**src/design/fvn_pkg.sv**
```systemverilog
// types, constants and helper functions for the fractal value noise block
package fvn_pkg;

    localparam int DEF_MAX_OCTAVES = 8;
    localparam int DEF_FRAC_BITS   = 16;

    localparam int IN_W    = 32;
    localparam int OCT_W   = 4;
    localparam int NOISE_W = 18;
    localparam int COORD_W = 40;
    localparam int SUM_W   = 27;
    localparam int CORN_W  = 24;
    localparam int RECIP_W = 18;
    localparam int MUL_W   = 33;
    localparam int PROD_W  = 2 * MUL_W;

    localparam logic [31:0] K_HASH_X  = 32'h9e3779b9;
    localparam logic [31:0] K_HASH_Y  = 32'h85ebca6b;
    localparam logic [31:0] K_MIX_A   = 32'h7feb352d;
    localparam logic [31:0] K_MIX_B   = 32'h846ca68b;
    localparam logic [31:0] SEED_STEP = 32'd1013;
    localparam logic [17:0] SCALE_Q16 = 18'd133038;
    localparam logic [17:0] SMOOTH_K  = 18'd196608;
    localparam int          NOISE_MAX = 65536;

    typedef struct packed {
        logic signed [MUL_W-1:0] a;
        logic signed [MUL_W-1:0] b;
    } t_mul_op;

    function automatic logic [31:0] xs16(input logic [31:0] v);
        return v ^ (v >> 16);
    endfunction

    function automatic logic [31:0] xs15(input logic [31:0] v);
        return v ^ (v >> 15);
    endfunction

    // round(2^(16+k) / (2^k - 1)) for k octaves
    function automatic logic [RECIP_W-1:0] recip(input logic [OCT_W-1:0] k);
        logic [RECIP_W-1:0] r;
        case (k)
            4'd2:    r = 18'd87381;
            4'd3:    r = 18'd74898;
            4'd4:    r = 18'd69905;
            4'd5:    r = 18'd67650;
            4'd6:    r = 18'd66576;
            4'd7:    r = 18'd66052;
            4'd8:    r = 18'd65793;
            default: r = 18'd131072;
        endcase
        return r;
    endfunction

endpackage

```
**src/design/fvn_mul.sv**
```systemverilog
// shared signed multiplier with registered product
module fvn_mul (
    input  logic                              i_clk,
    input  fvn_pkg::t_mul_op                  i_op,
    output logic signed [fvn_pkg::PROD_W-1:0] o_prod
);
    import fvn_pkg::*;

    always_ff @(posedge i_clk) begin
        o_prod <= PROD_W'($signed(i_op.a) * $signed(i_op.b));
    end

endmodule

```
**src/design/fractal_value_noise.sv**
```systemverilog
// fractal value noise top level: step sequencer around one shared 33x33 multiplier
// an accepted start runs K octave passes, then S_NORM and S_OUT, which raises o_valid; K = clamped octaves
// a new request is taken only in S_IDLE, after the last result; the result strobe is never stalled
// each octave is 24 steps with 23 multiplies: hashes, mixer, smoothsteps, lerps, 2.03 scale
// reset: synchronous active low, clears the sequencer, busy and the result strobe
module fractal_value_noise #(
    parameter int MAX_OCTAVES = fvn_pkg::DEF_MAX_OCTAVES,
    parameter int FRAC_BITS   = fvn_pkg::DEF_FRAC_BITS
) (
    input  logic                               i_clk,
    input  logic                               i_rst_n,
    input  logic                               start,
    output logic                               busy,
    input  logic signed [fvn_pkg::IN_W-1:0]    i_point_x,
    input  logic signed [fvn_pkg::IN_W-1:0]    i_point_y,
    input  logic [fvn_pkg::IN_W-1:0]           i_noise_seed,
    input  logic [fvn_pkg::OCT_W-1:0]          i_octave_count,
    output logic                               o_valid,
    output logic signed [fvn_pkg::NOISE_W-1:0] o_noise_value
);
    import fvn_pkg::*;

    typedef enum logic [1:0] {S_IDLE, S_OCT, S_NORM, S_OUT} t_state;

    // step codes, named after what goes into the multiplier
    localparam logic [4:0] SP_TTX  = 5'd0;
    localparam logic [4:0] SP_HX0  = 5'd1;
    localparam logic [4:0] SP_SMX  = 5'd2;
    localparam logic [4:0] SP_HX1  = 5'd3;
    localparam logic [4:0] SP_TTY  = 5'd4;
    localparam logic [4:0] SP_HY0  = 5'd5;
    localparam logic [4:0] SP_SMY  = 5'd6;
    localparam logic [4:0] SP_HY1  = 5'd7;
    localparam logic [4:0] SP_C00A = 5'd8;
    localparam logic [4:0] SP_C00B = 5'd9;
    localparam logic [4:0] SP_C10A = 5'd10;
    localparam logic [4:0] SP_C10B = 5'd11;
    localparam logic [4:0] SP_C01A = 5'd12;
    localparam logic [4:0] SP_C01B = 5'd13;
    localparam logic [4:0] SP_C11A = 5'd14;
    localparam logic [4:0] SP_C11B = 5'd15;
    localparam logic [4:0] SP_TOP  = 5'd16;
    localparam logic [4:0] SP_BOT  = 5'd17;
    localparam logic [4:0] SP_XLO  = 5'd18;
    localparam logic [4:0] SP_XHI  = 5'd19;
    localparam logic [4:0] SP_VAL  = 5'd20;
    localparam logic [4:0] SP_YLO  = 5'd21;
    localparam logic [4:0] SP_YHI  = 5'd22;
    localparam logic [4:0] SP_LAST = 5'd23;

    localparam logic signed [PROD_W-1:0] SAT_HI    = PROD_W'(NOISE_MAX);
    localparam logic signed [PROD_W-1:0] SAT_LO    = -SAT_HI;
    localparam logic signed [PROD_W-1:0] ROUND_ADD = PROD_W'(1 << 23);
    localparam logic signed [25:0]       HALF_Q24  = 26'sh1000000;

    t_state                     r_state;
    logic [4:0]                 r_step;
    logic                       r_busy;
    logic                       r_valid;
    logic signed [NOISE_W-1:0]  r_noise;
    logic [OCT_W-1:0]           r_k;
    logic [OCT_W-1:0]           r_oct;
    logic signed [COORD_W-1:0]  r_x;
    logic signed [COORD_W-1:0]  r_y;
    logic [31:0]                r_seed;
    logic [31:0]                r_tt;
    logic [31:0]                r_hx0;
    logic [31:0]                r_hx1;
    logic [31:0]                r_hy0;
    logic [31:0]                r_hy1;
    logic [16:0]                r_sx;
    logic [16:0]                r_sy;
    logic [CORN_W-1:0]          r_c00;
    logic [CORN_W-1:0]          r_c10;
    logic [CORN_W-1:0]          r_c01;
    logic [CORN_W-1:0]          r_c11;
    logic [CORN_W-1:0]          r_top;
    logic [CORN_W-1:0]          r_bot;
    logic [37:0]                r_plo;
    logic signed [SUM_W-1:0]    r_sum;

    logic signed [PROD_W-1:0]   r_prod;
    t_mul_op                    w_op;

    logic signed [COORD_W-1:0]  w_xs;
    logic signed [COORD_W-1:0]  w_ys;
    logic [31:0]                w_x0;
    logic [31:0]                w_x1;
    logic [31:0]                w_y0;
    logic [31:0]                w_y1;
    logic [15:0]                w_tx;
    logic [15:0]                w_ty;
    logic [31:0]                w_m;
    logic [31:0]                w_mixed;
    logic [CORN_W-1:0]          w_corner;
    logic signed [PROD_W-1:0]   w_sh;
    logic [CORN_W-1:0]          w_v;
    logic signed [25:0]         w_n;
    logic signed [25:0]         w_term;
    logic [4:0]                 w_shamt;
    logic [PROD_W-1:0]          w_full;
    logic [COORD_W-1:0]         w_coord;
    logic signed [24:0]         w_dtop;
    logic signed [24:0]         w_dbot;
    logic signed [24:0]         w_dval;
    logic signed [PROD_W-1:0]   w_round;
    logic signed [NOISE_W-1:0]  w_sat;
    logic [OCT_W-1:0]           w_k;

    fvn_mul u_mul (
        .i_clk  (i_clk),
        .i_op   (w_op),
        .o_prod (r_prod)
    );

    // lattice cell and Q0.16 fraction of the current coordinates
    assign w_xs = r_x >>> FRAC_BITS;
    assign w_ys = r_y >>> FRAC_BITS;
    assign w_x0 = w_xs[31:0];
    assign w_y0 = w_ys[31:0];
    assign w_x1 = w_x0 + 32'd1;
    assign w_y1 = w_y0 + 32'd1;

    if (FRAC_BITS >= 16) begin : g_frac_trunc
        assign w_tx = r_x[FRAC_BITS-1 -: 16];
        assign w_ty = r_y[FRAC_BITS-1 -: 16];
    end else begin : g_frac_pad
        assign w_tx = {r_x[FRAC_BITS-1:0], {(16 - FRAC_BITS){1'b0}}};
        assign w_ty = {r_y[FRAC_BITS-1:0], {(16 - FRAC_BITS){1'b0}}};
    end

    assign w_m      = r_prod[31:0];
    assign w_mixed  = xs16(w_m);
    assign w_corner = w_mixed[CORN_W-1:0];
    assign w_sh     = r_prod >>> 16;
    assign w_v      = r_top + w_sh[CORN_W-1:0];
    assign w_n      = $signed({1'b0, w_v, 1'b0}) - HALF_Q24;
    assign w_shamt  = {1'b0, r_oct} + 5'd1;
    assign w_term   = w_n >>> w_shamt;

    // scaled coordinate from the high partial (in the product) and the low partial
    assign w_full  = (r_prod <<< 20) + {28'b0, r_plo};
    assign w_coord = w_full[55:16];

    assign w_dtop = $signed({1'b0, r_c10}) - $signed({1'b0, r_c00});
    assign w_dbot = $signed({1'b0, r_c11}) - $signed({1'b0, r_c01});
    assign w_dval = $signed({1'b0, r_bot}) - $signed({1'b0, r_top});

    assign w_round = (r_prod + ROUND_ADD) >>> 24;
    always_comb begin
        if (w_round > SAT_HI) begin
            w_sat = SAT_HI[NOISE_W-1:0];
        end else if (w_round < SAT_LO) begin
            w_sat = SAT_LO[NOISE_W-1:0];
        end else begin
            w_sat = w_round[NOISE_W-1:0];
        end
    end

    always_comb begin
        if (i_octave_count == '0) begin
            w_k = OCT_W'(1);
        end else if (i_octave_count > OCT_W'(MAX_OCTAVES)) begin
            w_k = OCT_W'(MAX_OCTAVES);
        end else begin
            w_k = i_octave_count;
        end
    end

    // multiplier operand select
    always_comb begin
        w_op.a = '0;
        w_op.b = '0;
        case (r_state)
            S_OCT: begin
                case (r_step)
                    SP_TTX: begin
                        w_op.a = {17'b0, w_tx};
                        w_op.b = {17'b0, w_tx};
                    end
                    SP_HX0: begin
                        w_op.a = {1'b0, w_x0};
                        w_op.b = {1'b0, K_HASH_X};
                    end
                    SP_SMX: begin
                        w_op.a = {1'b0, r_tt};
                        w_op.b = {15'b0, SMOOTH_K - {1'b0, w_tx, 1'b0}};
                    end
                    SP_HX1: begin
                        w_op.a = {1'b0, w_x1};
                        w_op.b = {1'b0, K_HASH_X};
                    end
                    SP_TTY: begin
                        w_op.a = {17'b0, w_ty};
                        w_op.b = {17'b0, w_ty};
                    end
                    SP_HY0: begin
                        w_op.a = {1'b0, w_y0};
                        w_op.b = {1'b0, K_HASH_Y};
                    end
                    SP_SMY: begin
                        w_op.a = {1'b0, r_tt};
                        w_op.b = {15'b0, SMOOTH_K - {1'b0, w_ty, 1'b0}};
                    end
                    SP_HY1: begin
                        w_op.a = {1'b0, w_y1};
                        w_op.b = {1'b0, K_HASH_Y};
                    end
                    SP_C00A: begin
                        w_op.a = {1'b0, xs16(r_hx0 ^ r_hy0 ^ r_seed)};
                        w_op.b = {1'b0, K_MIX_A};
                    end
                    SP_C10A: begin
                        w_op.a = {1'b0, xs16(r_hx1 ^ r_hy0 ^ r_seed)};
                        w_op.b = {1'b0, K_MIX_A};
                    end
                    SP_C01A: begin
                        w_op.a = {1'b0, xs16(r_hx0 ^ r_hy1 ^ r_seed)};
                        w_op.b = {1'b0, K_MIX_A};
                    end
                    SP_C11A: begin
                        w_op.a = {1'b0, xs16(r_hx1 ^ r_hy1 ^ r_seed)};
                        w_op.b = {1'b0, K_MIX_A};
                    end
                    SP_C00B, SP_C10B, SP_C01B, SP_C11B: begin
                        w_op.a = {1'b0, xs15(w_m)};
                        w_op.b = {1'b0, K_MIX_B};
                    end
                    SP_TOP: begin
                        w_op.a = {{8{w_dtop[24]}}, w_dtop};
                        w_op.b = {16'b0, r_sx};
                    end
                    SP_BOT: begin
                        w_op.a = {{8{w_dbot[24]}}, w_dbot};
                        w_op.b = {16'b0, r_sx};
                    end
                    SP_XLO: begin
                        w_op.a = {13'b0, r_x[19:0]};
                        w_op.b = {15'b0, SCALE_Q16};
                    end
                    SP_XHI: begin
                        w_op.a = {{13{r_x[39]}}, r_x[39:20]};
                        w_op.b = {15'b0, SCALE_Q16};
                    end
                    SP_VAL: begin
                        w_op.a = {{8{w_dval[24]}}, w_dval};
                        w_op.b = {16'b0, r_sy};
                    end
                    SP_YLO: begin
                        w_op.a = {13'b0, r_y[19:0]};
                        w_op.b = {15'b0, SCALE_Q16};
                    end
                    SP_YHI: begin
                        w_op.a = {{13{r_y[39]}}, r_y[39:20]};
                        w_op.b = {15'b0, SCALE_Q16};
                    end
                    default: begin
                        w_op.a = '0;
                        w_op.b = '0;
                    end
                endcase
            end
            S_NORM: begin
                w_op.a = {{(MUL_W - SUM_W){r_sum[SUM_W-1]}}, r_sum};
                w_op.b = {{(MUL_W - RECIP_W){1'b0}}, recip(r_k)};
            end
            default: begin
                w_op.a = '0;
                w_op.b = '0;
            end
        endcase
    end

    // sequencer: each step takes the product of the previous step
    always_ff @(posedge i_clk) begin
        if (!i_rst_n) begin
            r_state <= S_IDLE;
            r_step  <= SP_TTX;
            r_busy  <= 1'b0;
            r_valid <= 1'b0;
            r_oct   <= '0;
            r_k     <= '0;
        end else begin
            r_valid <= 1'b0;
            case (r_state)
                S_IDLE: begin
                    if (start) begin
                        r_busy  <= 1'b1;
                        r_state <= S_OCT;
                        r_step  <= SP_TTX;
                        r_oct   <= '0;
                        r_k     <= w_k;
                        r_x     <= {{(COORD_W - IN_W){i_point_x[IN_W-1]}}, i_point_x};
                        r_y     <= {{(COORD_W - IN_W){i_point_y[IN_W-1]}}, i_point_y};
                        r_seed  <= i_noise_seed;
                        r_sum   <= '0;
                    end
                end
                S_OCT: begin
                    r_step <= r_step + 5'd1;
                    case (r_step)
                        SP_HX0:  r_tt  <= r_prod[31:0];
                        SP_SMX:  r_hx0 <= w_m;
                        SP_HX1:  r_sx  <= r_prod[48:32];
                        SP_TTY:  r_hx1 <= w_m;
                        SP_HY0:  r_tt  <= r_prod[31:0];
                        SP_SMY:  r_hy0 <= w_m;
                        SP_HY1:  r_sy  <= r_prod[48:32];
                        SP_C00A: r_hy1 <= w_m;
                        SP_C10A: r_c00 <= w_corner;
                        SP_C01A: r_c10 <= w_corner;
                        SP_C11A: r_c01 <= w_corner;
                        SP_TOP:  r_c11 <= w_corner;
                        SP_BOT:  r_top <= r_c00 + w_sh[CORN_W-1:0];
                        SP_XLO:  r_bot <= r_c01 + w_sh[CORN_W-1:0];
                        SP_XHI:  r_plo <= r_prod[37:0];
                        SP_VAL:  r_x   <= w_coord;
                        SP_YLO:  r_sum <= r_sum + {{(SUM_W - 26){w_term[25]}}, w_term};
                        SP_YHI:  r_plo <= r_prod[37:0];
                        SP_LAST: begin
                            r_y    <= w_coord;
                            r_step <= SP_TTX;
                            r_seed <= r_seed + SEED_STEP;
                            if (r_oct == r_k - OCT_W'(1)) begin
                                r_state <= S_NORM;
                            end else begin
                                r_oct <= r_oct + OCT_W'(1);
                            end
                        end
                        default: begin
                        end
                    endcase
                end
                S_NORM: begin
                    r_state <= S_OUT;
                end
                S_OUT: begin
                    r_noise <= w_sat;
                    r_valid <= 1'b1;
                    r_busy  <= 1'b0;
                    r_state <= S_IDLE;
                end
                default: begin
                    r_state <= S_IDLE;
                    r_busy  <= 1'b0;
                end
            endcase
        end
    end

    assign busy          = r_busy;
    assign o_valid       = r_valid;
    assign o_noise_value = r_noise;

endmodule

```
**config.mk**
```make
export PLATFORM = sky130hd
export DESIGN_NAME = fractal_value_noise
export DESIGN_NICKNAME = d
export VERILOG_FILES = /design/src/design/fvn_pkg.sv /design/src/design/fvn_mul.sv /design/src/design/fractal_value_noise.sv
export SDC_FILE = /design/constraint.sdc
export NUM_CORES = 2
export LEC_CHECK = 0
export ABC_AREA = 1
export BUFFER_PORTS_ARGS = -buffer_cell sky130_fd_sc_hd__buf_2
export CELL_PAD_IN_SITES_DETAIL_PLACEMENT = 1
export CELL_PAD_IN_SITES_GLOBAL_PLACEMENT = 2
export CORE_ASPECT_RATIO = 1.1
export CORE_MARGIN = 5
export CORE_UTILIZATION = 40
export CTS_CLUSTER_DIAMETER = 50
export CTS_CLUSTER_SIZE = 28
export DETAILED_ROUTE_END_ITERATION = 7
export PLACE_DENSITY = 0.79
export SYNTH_ARGS = -nofsm -noshare
export SYNTH_HDL_FRONTEND = slang
export SYNTH_SLANG_ARGS = --single-unit
```
**constraint.sdc**
```tcl
create_clock -name i_clk -period 11.9 [get_ports i_clk]
set_clock_uncertainty 0.2 [all_clocks]
set_input_delay 2.38 -clock i_clk [delete_from_list [all_inputs] [get_ports i_clk]]
set_output_delay 2.38 -clock i_clk [all_outputs]
set_load 0.01 [all_outputs]
```
==> results_dict.tcl <==
set metrics [dict create \
    status "completed" \
    grt_max_degree 73 \
    cts_tree "yes" \
    hold_viol_final 0 \
    post_cts_buffers 0 \
    die_area_mm2 0.2066 \
    cts_htree_levels 3 \
    wl_per_cell_um 28.97 \
    drtIter0Drc 4843 \
    wl_met2_um 177000 \
    syn_avg_cell_area_um2 8.169 \
    area_delta_synth_final_pct 9.767 \
    syn_inst 9674 \
    cp.required_ns 12.28 \
    path_clk_slew_ns 0.07 \
    drive_above_1_share_pct 6.870 \
    largest_register_ff_count 66 \
    grt_pass1_wl_um 522600 \
    coreArea_mm2 0.1971 \
    crit_fanout 16 \
    yosys_warnings 0 \
    r2r_cells 39 \
    r2r_slack_ns 0.67 \
    r2r_start "r_top[1]$_DFFE_PP_" \
    fin_tns_setup_ns 0 \
    pre_cts_ws_ns 0.7979 \
    multiInputGateArea_mm2 0.05364 \
    cp-start-kind "flop" \
    drt-met1-wl_um 136000 \
    slew_violations 0 \
    cts_root_buf "clkbuf_16" \
    min_from "busy$_SDFFE_PN0P_" \
    r2r-end "u_mul.o_prod[58]$_DFF_P_" \
    finalSetupViolCount 0 \
    synthDistinctLibCells 68 \
    die_h_um 476.2 \
    routed_wl_um 364000 \
    antenna_found_initial 16 \
    start_util_pct 40.10 \
    dr_wl_met3_um 19780 \
    seq_area_frac_synth_pct 21.75 \
    clock_sinks 600 \
    min_path_cells 2 \
    vias 69790 \
    path_class "reg2reg" \
    track_usage_pct 34.93 \
    critPathMaxStageDelay_ns 0.61 \
    clk_latency_ns 0.74 \
    finalCritPeriodShare_pct 94.34 \
    min_period_ns 11.23 \
    drv_cap 0 \
    crit_buf_inv 7 \
    drc 0 \
    critPathSlowestCell "fa_1" \
    async_reset_ff_share_pct 0 \
    placed_area_mm2 0.08377 \
    relSlewSlack_pct 17.87 \
    final_area_mm2 0.08674 \
    port_buffers 122 \
    cts.repair.resized 0 \
    first_pass_iters 5 \
    ioPinCount 123 \
    synthFlopType "edfxtp_1" \
    p_per_area_mw_per_mm2 148.3 \
    dr.max_layer_used "met5" \
    grt.overflow.total 0 \
    cts_buffers 82 \
    rows 171 \
    synth_nets 11290 \
    ctsHoldBuffers 0 \
    layout.nets 11500 \
    cp.arrival_ns 11.61 \
    min_path_type "reg2reg" \
    num-fill-cells 23790 \
    place.gp.congestion 0.9832 \
    vias_per_cell 5.555 \
    leakage_nw 42.49 \
    min_to "busy$_SDFFE_PN0P_" \
    reg_top3 "u_mul.o_prod: 66 flops, r_x: 40 flops, r_y: 40 flops" \
    regMostFlops "u_mul.o_prod" \
    grt_pass1_vias 75930 \
    synth-seq-cells 600 \
    fmax_mhz 89.08 \
    rsz0062_at_grt "false" \
    cp_common_cell "fa_1" \
    synth_edf_count 517 \
    die_w_um 433.8 \
    dp_hpwl_um 305100 \
    crit_family "adder cells" \
    vdd_drop_max_mv 0.1339 \
    cts_buffer_depth 3 \
    worst_slew_pin_slew_ns 1.219 \
    crit_path_end_kind "flop" \
    syn_area_mm2 0.07903 \
    regArea_mm2 0.01719 \
    drtAntennaViolNets 0 \
    finalWorstSetupSlack_ns 0.6740 \
]
==> synth_stat cells (8+ instances only) <==
cell / n / area, um2
a211oi_1: 13 / 97.59
a21boi_0: 14 / 105.1
a21o_1: 32 / 240.2
a21oi_1: 493 / 2467
a221oi_1: 11 / 96.34
a31oi_1: 26 / 162.7
buf_1: 13 / 48.80
buf_2: 107 / 535.5
buf_4: 16 / 120.1
buf_6: 16 / 180.2
clkbuf_1: 117 / 439.2
clkinv_1: 12 / 45.04
dfxtp_1: 83 / 1662
edfxtp_1: 517 / 15520
fa_1: 1117 / 22360
ha_1: 395 / 4942
inv_1: 1814 / 6809
inv_2: 31 / 116.4
nand2_1: 2064 / 7747
nand2_2: 21 / 131.4
nand3_1: 484 / 2422
nand3b_1: 29 / 217.7
nand4_1: 107 / 669.4
nor2_1: 972 / 3649
nor2_2: 9 / 56.30
nor3_1: 109 / 545.5
nor4_1: 20 / 125.1
o2111ai_1: 20 / 175.2
o211ai_1: 28 / 210.2
o21a_1: 18 / 135.1
o21ai_0: 337 / 1687
o21ai_1: 12 / 60.06
o21ai_2: 8 / 70.07
o21bai_1: 29 / 217.7
o22ai_1: 50 / 312.8
or2_2: 11 / 68.82
xnor2_1: 163 / 1428
xor2_1: 282 / 2470
==> worst max-delay path by stage <==
stage,end,slack [ns],startpoint,cells after the start
detailed placement,u_mul.o_prod[58]$_DFF_P_,0.80,r_c01[0]$_DFFE_PP_,40
global placement,u_mul.o_prod[56]$_DFF_P_,0.82,r_step[0]$_SDFFE_PN0P_,40
CTS,u_mul.o_prod[58]$_DFF_P_,0.80,r_c01[0]$_DFFE_PP_,40
floorplan,u_mul.o_prod[64]$_DFF_P_,2.60,r_c01[0]$_DFFE_PP_,41
finish,u_mul.o_prod[58]$_DFF_P_,0.67,r_top[1]$_DFFE_PP_,39
global route,u_mul.o_prod[58]$_DFF_P_,0.23,r_c01[0]$_DFFE_PP_,40
==> final cells by class <==
type,count,share of cell area [%]
multi-input cells,6944,61.83
flip-flops and latches,600,19.82
inverters,1859,8.053
well taps,2595,3.743
repair buffers,399,3.130
clock buffers,85,2.379
clock inverters,69,1.013
diodes,12,0.03462
==> worst min-delay path: stages, from the launching register on <==
cell and delay, ns:
dfxtp_1 0.32, inv_1 0.05, a221oi_1 0.07
==> cell usage in the layout, fill, tap and decap left out, types with 282 or more instances in the layout <==
cell type  netlist  routed
nand2_1       2064    2064
inv_1         1814    1813
fa_1          1117    1117
nor2_1         972     961
edfxtp_1       517     517
a21oi_1        493     489
nand3_1        484     484
ha_1           395     393
o21ai_0        337     336
xor2_1         282     282
==> cell families (layout without fill, tap and decap cells) <==
family          Yosys count  in the layout  synth area share (%)
fa+ha+maj              1512           1512                 34.55
xor+xnor                445            445                 4.932
simple gates           3861           3861                 20.19
mux                       1              1               0.01267
flops                   600            600                 21.75
compound gates         1125           1125                 8.042
buf+inv                2130           2412                 10.52
other cells               0             12                     0
==> metal layers <==
layer,vias to the layer above,track usage [%]
li1,30760,-
met1,35740,40.53
met3,888,4.723
met2,2400,59.78
met4,2,23.95
met5,-,0
==> report_power, final <==
group          switching, mW  leakage, nW  total [mW]  internal, mW
combinational           5.14         35.7        7.00          1.86
sequential             0.442         5.37        3.19          2.75
clock                   1.25         1.41        2.68          1.43
==> stage by stage <==
stage	total power, mW	hold slack (ns)	utilization [%]	instances
floorplan	6.977	0.2699	-	9674
global placement	9.978	0.2663	42.51	12400
detailed placement	10.10	0.2855	42.51	12400
CTS	12.81	0.2967	44.01	12550
global route	13.48	0.3163	44.01	12560
finish	12.86	0.2974	44.02	12560
Note: power is estimated with default switching activity, not from simulation.
